===== src/rtl/fcr_pkg.sv =====
// Shared types, constants and codes for the FAT16 cluster chain reader.
`default_nettype none

package fcr_pkg;

    localparam int TABLE_ENTRIES_DEF = 4096;
    localparam int MAX_CHAIN_DEF     = 64;
    localparam int DIR_SHIFT         = 5;
    localparam int CSIZE_W           = 21;
    localparam int CFG_IDX_W         = 3;
    localparam int CFG_DATA_W        = 16;

    localparam logic [15:0] CHAIN_END = 16'hfff7;

    localparam logic OP_WRITE = 1'b0;
    localparam logic OP_READ  = 1'b1;

    localparam logic [CFG_IDX_W-1:0] CFG_SECTOR_BYTES     = 3'd0;
    localparam logic [CFG_IDX_W-1:0] CFG_CLUSTER_SECTORS  = 3'd1;
    localparam logic [CFG_IDX_W-1:0] CFG_RESERVED_SECTORS = 3'd2;
    localparam logic [CFG_IDX_W-1:0] CFG_TABLE_COPIES     = 3'd3;
    localparam logic [CFG_IDX_W-1:0] CFG_TABLE_SECTORS    = 3'd4;
    localparam logic [CFG_IDX_W-1:0] CFG_ROOT_ENTRIES     = 3'd5;

    typedef enum logic [2:0] {
        ST_BUSY      = 3'd0,
        ST_OK        = 3'd1,
        ST_BAD_START = 3'd2,
        ST_MISMATCH  = 3'd3,
        ST_OUT_TABLE = 3'd4,
        ST_TOO_LONG  = 3'd5
    } status_t;

    typedef enum logic [1:0] {
        W_IDLE,
        W_LOOK,
        W_CALC
    } walk_state_t;

    typedef struct packed {
        logic        opcode;
        logic [11:0] entry_index;
        logic [15:0] entry_value;
        logic [15:0] start_cluster;
        logic [31:0] byte_count;
    } in_item_t;

    typedef struct packed {
        logic [31:0] source_offset;
        logic [31:0] copy_length;
        logic [31:0] dest_offset;
        logic        last_command;
        status_t     status;
    } out_item_t;

    typedef struct packed {
        logic [31:0]        base;
        logic [CSIZE_W-1:0] csize;
        logic               settled;
    } cfg_t;

endpackage

`default_nettype wire


===== src/rtl/fcr_cfg.sv =====
// Volume geometry registers and the pipelined data base and cluster size.
`default_nettype none

module fcr_cfg
    import fcr_pkg::*;
(
    input  wire logic                  aclk,
    input  wire logic                  aresetn,
    input  wire logic                  cfg_valid,
    output logic                       cfg_ready,
    input  wire logic [CFG_IDX_W-1:0]  cfg_index,
    input  wire logic [CFG_DATA_W-1:0] cfg_data,
    output cfg_t                       cfg
);

    logic [12:0] sector_reg;
    logic [7:0]  clsect_reg;
    logic [15:0] reserved_reg;
    logic [7:0]  copies_reg;
    logic [15:0] tsect_reg;
    logic [15:0] root_reg;
    logic [1:0]  settle_reg;

    logic [28:0]        res_prod_reg;
    logic [23:0]        tc_prod_reg;
    logic [20:0]        root_bytes_reg;
    logic [CSIZE_W-1:0] csize_reg;
    logic [31:0]        tab_prod_reg;
    logic [31:0]        sum_reg;
    logic [31:0]        base_reg;

    logic wr;

    assign cfg_ready = 1'b1;
    assign wr        = cfg_valid && cfg_ready;

    always_ff @(posedge aclk) begin
        if (!aresetn) begin
            sector_reg   <= 13'd512;
            clsect_reg   <= 8'd4;
            reserved_reg <= 16'd1;
            copies_reg   <= 8'd2;
            tsect_reg    <= 16'd32;
            root_reg     <= 16'd512;
            settle_reg   <= 2'd3;
        end else begin
            if (wr) begin
                unique case (cfg_index)
                    CFG_SECTOR_BYTES:     sector_reg   <= cfg_data[12:0];
                    CFG_CLUSTER_SECTORS:  clsect_reg   <= cfg_data[7:0];
                    CFG_RESERVED_SECTORS: reserved_reg <= cfg_data;
                    CFG_TABLE_COPIES:     copies_reg   <= cfg_data[7:0];
                    CFG_TABLE_SECTORS:    tsect_reg    <= cfg_data;
                    CFG_ROOT_ENTRIES:     root_reg     <= cfg_data;
                    default: ;
                endcase
                settle_reg <= 2'd3;
            end else if (settle_reg != 2'd0) begin
                settle_reg <= settle_reg - 2'd1;
            end
        end
    end

    // three register stages for the data base: products and shift, then product and sum, then the final add
    always_ff @(posedge aclk) begin
        res_prod_reg   <= 29'(reserved_reg) * 29'(sector_reg);
        tc_prod_reg    <= 24'(copies_reg) * 24'(tsect_reg);
        root_bytes_reg <= 21'(root_reg) << DIR_SHIFT;
        csize_reg      <= CSIZE_W'(sector_reg) * CSIZE_W'(clsect_reg);
        tab_prod_reg   <= 32'(tc_prod_reg) * 32'(sector_reg);
        sum_reg        <= 32'(res_prod_reg) + 32'(root_bytes_reg);
        base_reg       <= sum_reg + tab_prod_reg;
    end

    assign cfg.base    = base_reg;
    assign cfg.csize   = csize_reg;
    assign cfg.settled = (settle_reg == 2'd0);

endmodule

`default_nettype wire


===== config.mk =====
export PLATFORM = sky130hd
export DESIGN_NAME = fcr_cfg
export DESIGN_NICKNAME = d
export VERILOG_FILES = /design/src/rtl/fcr_pkg.sv /design/src/rtl/fcr_cfg.sv
export SDC_FILE = /design/constraint.sdc
export NUM_CORES = 2
export LEC_CHECK = 0
export BUFFER_PORTS_ARGS = -buffer_cell sky130_fd_sc_hd__buf_2
export CAP_MARGIN = 40
export CORE_ASPECT_RATIO = 1.25
export CORE_MARGIN = 5
export CORE_UTILIZATION = 60
export CTS_CLUSTER_DIAMETER = 30
export DETAILED_ROUTE_END_ITERATION = 16
export PLACE_DENSITY = 0.84
export SETUP_SLACK_MARGIN = 0.2
export SYNTH_ARGS = -nofsm -noshare
export SYNTH_HDL_FRONTEND = slang
export SYNTH_SLANG_ARGS = --single-unit

===== constraint.sdc =====
create_clock -name aclk -period 6.34 [get_ports aclk]
set_clock_uncertainty 0.15 [all_clocks]
set_input_delay 0.317 -clock aclk [delete_from_list [all_inputs] [get_ports aclk]]
set_output_delay 0.317 -clock aclk [all_outputs]
set_load 0.02 [all_outputs]

# Word-level counts from Yosys, hierarchy flattened
# Index checks and enable logic that the tools add are counted.
# totals
ff_bits	263
input_bits	22
output_inout_bits	55
word_cells	37
# op_classes
n_addsub	3
mul	4
n_eq_ne	5
n_bitwise	1
reduce_logical	10
# ops
operator	n
30-bit by 32-bit adder with 32-bit output	1
24-bit by 13-bit multiplier with 32-bit output	1
29-bit by 21-bit adder with 30-bit output	1
16-bit by 13-bit multiplier with 29-bit output	1
8-bit by 16-bit multiplier with 24-bit output	1
13-bit by 8-bit multiplier with 21-bit output	1
2-bit AND reduction	6
3-bit by 2-bit equality test with 1-bit output, second input constant	2
3-bit equality test, second input constant	2
3-bit by 1-bit equality test with 1-bit output, second input constant	1
3-bit logical NOT	1
2-bit logical NOT	1
2-bit nonzero test	1
2-bit OR reduction	1
2-bit by 1-bit subtractor with 2-bit output, second input constant	1
1-bit inverter	1

# Logic depth before layout (Yosys ltp)
# depth
depth_word	2
ltp_mapped	23
mapped_depth_nobuf	21

# Worst setup path after synthesis
# No wires, ideal clock.
# synth_path
kind	reg-to-reg
from	register sector_reg[7]
to	register tab_prod_reg[31]
setup_time_ns	0.072
t_arrival_ns	5.420
path_slack_ns	0.698
stages_incl_launch_ff	22
path_buffers	2
synth_period_minus_slack_ns	5.642
path_cell_list	dfxtp_1 -> clkbuf_1 -> clkbuf_1 -> nand2_1 -> fa_1 -> inv_1 -> fa_1 -> fa_1 -> fa_1 -> inv_1 -> fa_1 -> inv_1 -> ha_1 -> and3_1 -> a221oi_1 -> o21ai_1 -> a2111oi_2 -> o21ai_1 -> nand2_1 -> o2111ai_1 -> a21oi_1 -> xnor2_1
# synth_between
elab_chain_cells	1
# synth_rtl
item	line_no	rtl
start: declaration	fcr_cfg.sv:16	logic [12:0] sector_reg;
start signal: assignment	fcr_cfg.sv:49	CFG_SECTOR_BYTES: sector_reg <= cfg_data[12:0];
24-bit by 13-bit multiplier with 32-bit output	fcr_cfg.sv:70	tab_prod_reg <= 32'(tc_prod_reg) * 32'(sector_reg);
end signal: assignment	fcr_cfg.sv:70	
end: declaration	fcr_cfg.sv:28	logic [31:0] tab_prod_reg;
# Every way passes these cells.
# A chain may end at the register's enable or synchronous reset.

# Worst setup path after layout
# Same ends and word-level chain as after synthesis.

==> impl_metrics.env <==
export IMPL_outcome="completed"
export IMPL_cp_max_fo=49
export IMPL_port_buffers=75
export IMPL_slew_headroom_pct=47.4
export IMPL_finalHoldViolations=0
export IMPL_antenna_found_initial=2
export IMPL_critPathLaunchType="register"
export IMPL_fin_setup_tns_ns=0
export IMPL_syn_area_per_cell_sq_um=8.87
export IMPL_ys_seq_area_share_pct=16.5
export IMPL_grt_pass1_wl_microns=129000
export IMPL_nets=4468
export IMPL_final_common_cell="inv_1"
export IMPL_clk_insertion_delay_late_ns=0.60
export IMPL_vdd_drop_max_mv=0.219
export IMPL_vias_per_cell=5.55
export IMPL_start_util_pct=60.5
export IMPL_crit_arrival_ns=6.26
export IMPL_die_w_microns=216
export IMPL_worstSetupPathType="reg -> reg"
export IMPL_coreArea_sq_mm=0.0527
export IMPL_grt_max_degree=79
export IMPL_drc=0
export IMPL_ys_warnings_count=0
export IMPL_drt_first_pass_iters=6
export IMPL_finalPower_mw=5.19
export IMPL_vias=24200
export IMPL_cellPowerDensity_mw_per_mm2=148
export IMPL_fmax_ghz=0.168
export IMPL_antenna_left=0
export IMPL_synth_nets=4425
export IMPL_hold_path_class="in -> reg"
export IMPL_h_tree_depth=2
export IMPL_synthCells=3596
export IMPL_synth_distinct_cells=65
export IMPL_slew_viol_final=0
export IMPL_cts_max_path_buffers=3
export IMPL_cts_tree="done"
export IMPL_layout_area_seq_sq_mm=0.00530
export IMPL_multi_input_area_sq_mm=0.0234
export IMPL_synth_edf_count=0
export IMPL_place_area_sq_mm=0.0329
export IMPL_fillers=3913
export IMPL_finalSetupViolations=0
export IMPL_ys_seq_elements=263
export IMPL_num_io_pins=77
export IMPL_gp_congestion=0.926
export IMPL_cts_root_buf="clkbuf_16"
export IMPL_endpoint_kind="register"
export IMPL_syn_area_sq_mm=0.0319
export IMPL_period_needed_ns=5.96
export IMPL_p_leak_nw=17.6
export IMPL_overflow=0
export IMPL_numCtsBuffers=55
export IMPL_syn_to_final_growth_pct=10.2
export IMPL_place_hpwl_microns=60500
export IMPL_min_period_over_period_pct=94.1
export IMPL_max_slew_worst_pin_slew_ns=0.788
export IMPL_fp_dieH_microns=268
export IMPL_grt_pass1_vias=26000
export IMPL_whs_ns=0.0593
export IMPL_mostFrequentLayoutCells="711 x inv_1, 594 x nand2_1, 540 x fa_1"
export IMPL_synthArstFlopShare_pct=0
export IMPL_cts_reportedPaths_clkPinSlew_ns=0.05
export IMPL_drt_iter0_markers=1584
export IMPL_num_rows=94
export IMPL_ys_flop_type="dfxtp_1"
export IMPL_die_area_sq_mm=0.0579
export IMPL_routed_wirelength_microns=79100
export IMPL_grt_usage_pct=27.7
export IMPL_rsz0062_at_grt="no"
export IMPL_wl_per_cell_microns=18.1
export IMPL_cap_violations=0
export IMPL_drive_gt1_share_pct=6.97
export IMPL_design_area_sq_mm=0.0352
export IMPL_cts_num_sinks=263
export IMPL_worst_ep_required_time_ns=6.63
-- per-layer routing --
| metal | wire length, microns | part of all wire, % | global-route usage (%) | vias up |
|---|---|---|---|---|
| met3 | 5610 | 7.1 | 4.88 | 324 |
| met5 | 13 | 0.016 | 0 | - |
| met1 | 28700 | 36 | 32.1 | 12000 |
| met4 | 5130 | 6.5 | 15.1 | 2 |
| met2 | 39600 | 50 | 49.0 | 935 |
| li1 | - | - | - | 11000 |
-- final cells by class --
class                   instances  area share (%)
multi-input cells            2471            66.6
flip-flops and latches        263            15.1
inverters                     711            7.59
clock buffers                  68            4.28
repair buffers                137            2.78
well taps                     672            2.39
clock inverters                35            1.24
diodes                          2          0.0142
-- critical path: stages, from the launching register on --
cell	delay [ns]
dfxtp_1	0.35
buf_12	0.28
nand2_1	0.13
fa_1	0.58
inv_1	0.07
fa_1	0.55
fa_1	0.45
fa_1	0.50
inv_1	0.05
fa_1	0.48
inv_1	0.05
ha_1	0.34
and3_1	0.24
a221oi_1	0.29
o21ai_1	0.17
a2111oi_4	0.39
o21ai_1	0.17
nand2_1	0.13
o2111ai_1	0.13
a21oi_1	0.18
xnor2_1	0.09
-- path summary, 6_finish.rpt --
check                        from          endpoint  slack [ns]  cells past startpoint
setup / recovery    sector_reg[7]  tab_prod_reg[31]        0.38                     20
hold / removal       cfg_index[0]   reserved_reg[9]        0.06                      4
setup reg to reg    sector_reg[7]  tab_prod_reg[31]        0.38                     20
hold reg to reg   res_prod_reg[4]        sum_reg[4]        0.18                      0
-- repair_timing --
action                     4_1_cts  5_1_grt
hold endpoints to repair        77        0
setup endpoints to repair        4        9
buffers inserted                 0        5
hold buffers                    17        0
resized for setup                3       20
pin swaps                        0        3
-- through the flow --
step / std cells / setup slack [ns] / util (%)
6_report: 4359 / 0.377 / 66.7
5_1_grt: 4357 / 0.138 / 66.7
4_1_cts: 4352 / 0.270 / 66.5
3_5_place_dp: 4232 / 0.115 / 62.5
3_3_place_gp: 4230 / 0.287 / 62.4
2_1_floorplan: 3596 / 0.698 / -
-- synth_stat cells (11+ instances only) --
cell	instances	area [sq um]
nor2b_1	12	75.1
o21bai_1	14	105
o21ai_0	38	190
xnor2_1	106	928
nor2_1	72	270
a211oi_1	16	120
a21boi_0	72	541
o21ai_1	11	55.1
dfxtp_1	263	5270
fa_1	540	10800
and3_1	17	106
nand3_1	31	155
o21a_1	20	150
nand2b_1	13	81.3
nand2_1	594	2230
clkbuf_1	148	556
ha_1	267	3340
and2_1	365	2280
inv_1	711	2670
xor2_1	30	263
nor3_1	17	85.1
a21oi_1	96	480
a21o_1	45	338
-- report_power, final --
| group | total, mW | switching [mW] | leakage, nW | internal, mW |
|---|---|---|---|---|
| clock | 2.97 | 1.02 | 0.929 | 1.95 |
| sequential | 1.79 | 0.0726 | 2.14 | 1.72 |
| combinational | 0.434 | 0.269 | 14.5 | 0.164 |
-- kinds of logic after synthesis --
logic type / synth area share [%]
adders and majority gates: 44.4
other: 0.0118
muxes: 0.0353
xor gates and xnor gates: 3.73
buffers and inverters: 10.2
AOI/OAI and AO/OA: 7.93
and+or+nand+nor: 17.3
DFF: 16.5
No activity file was read; power rests on OpenSTA's default activity.
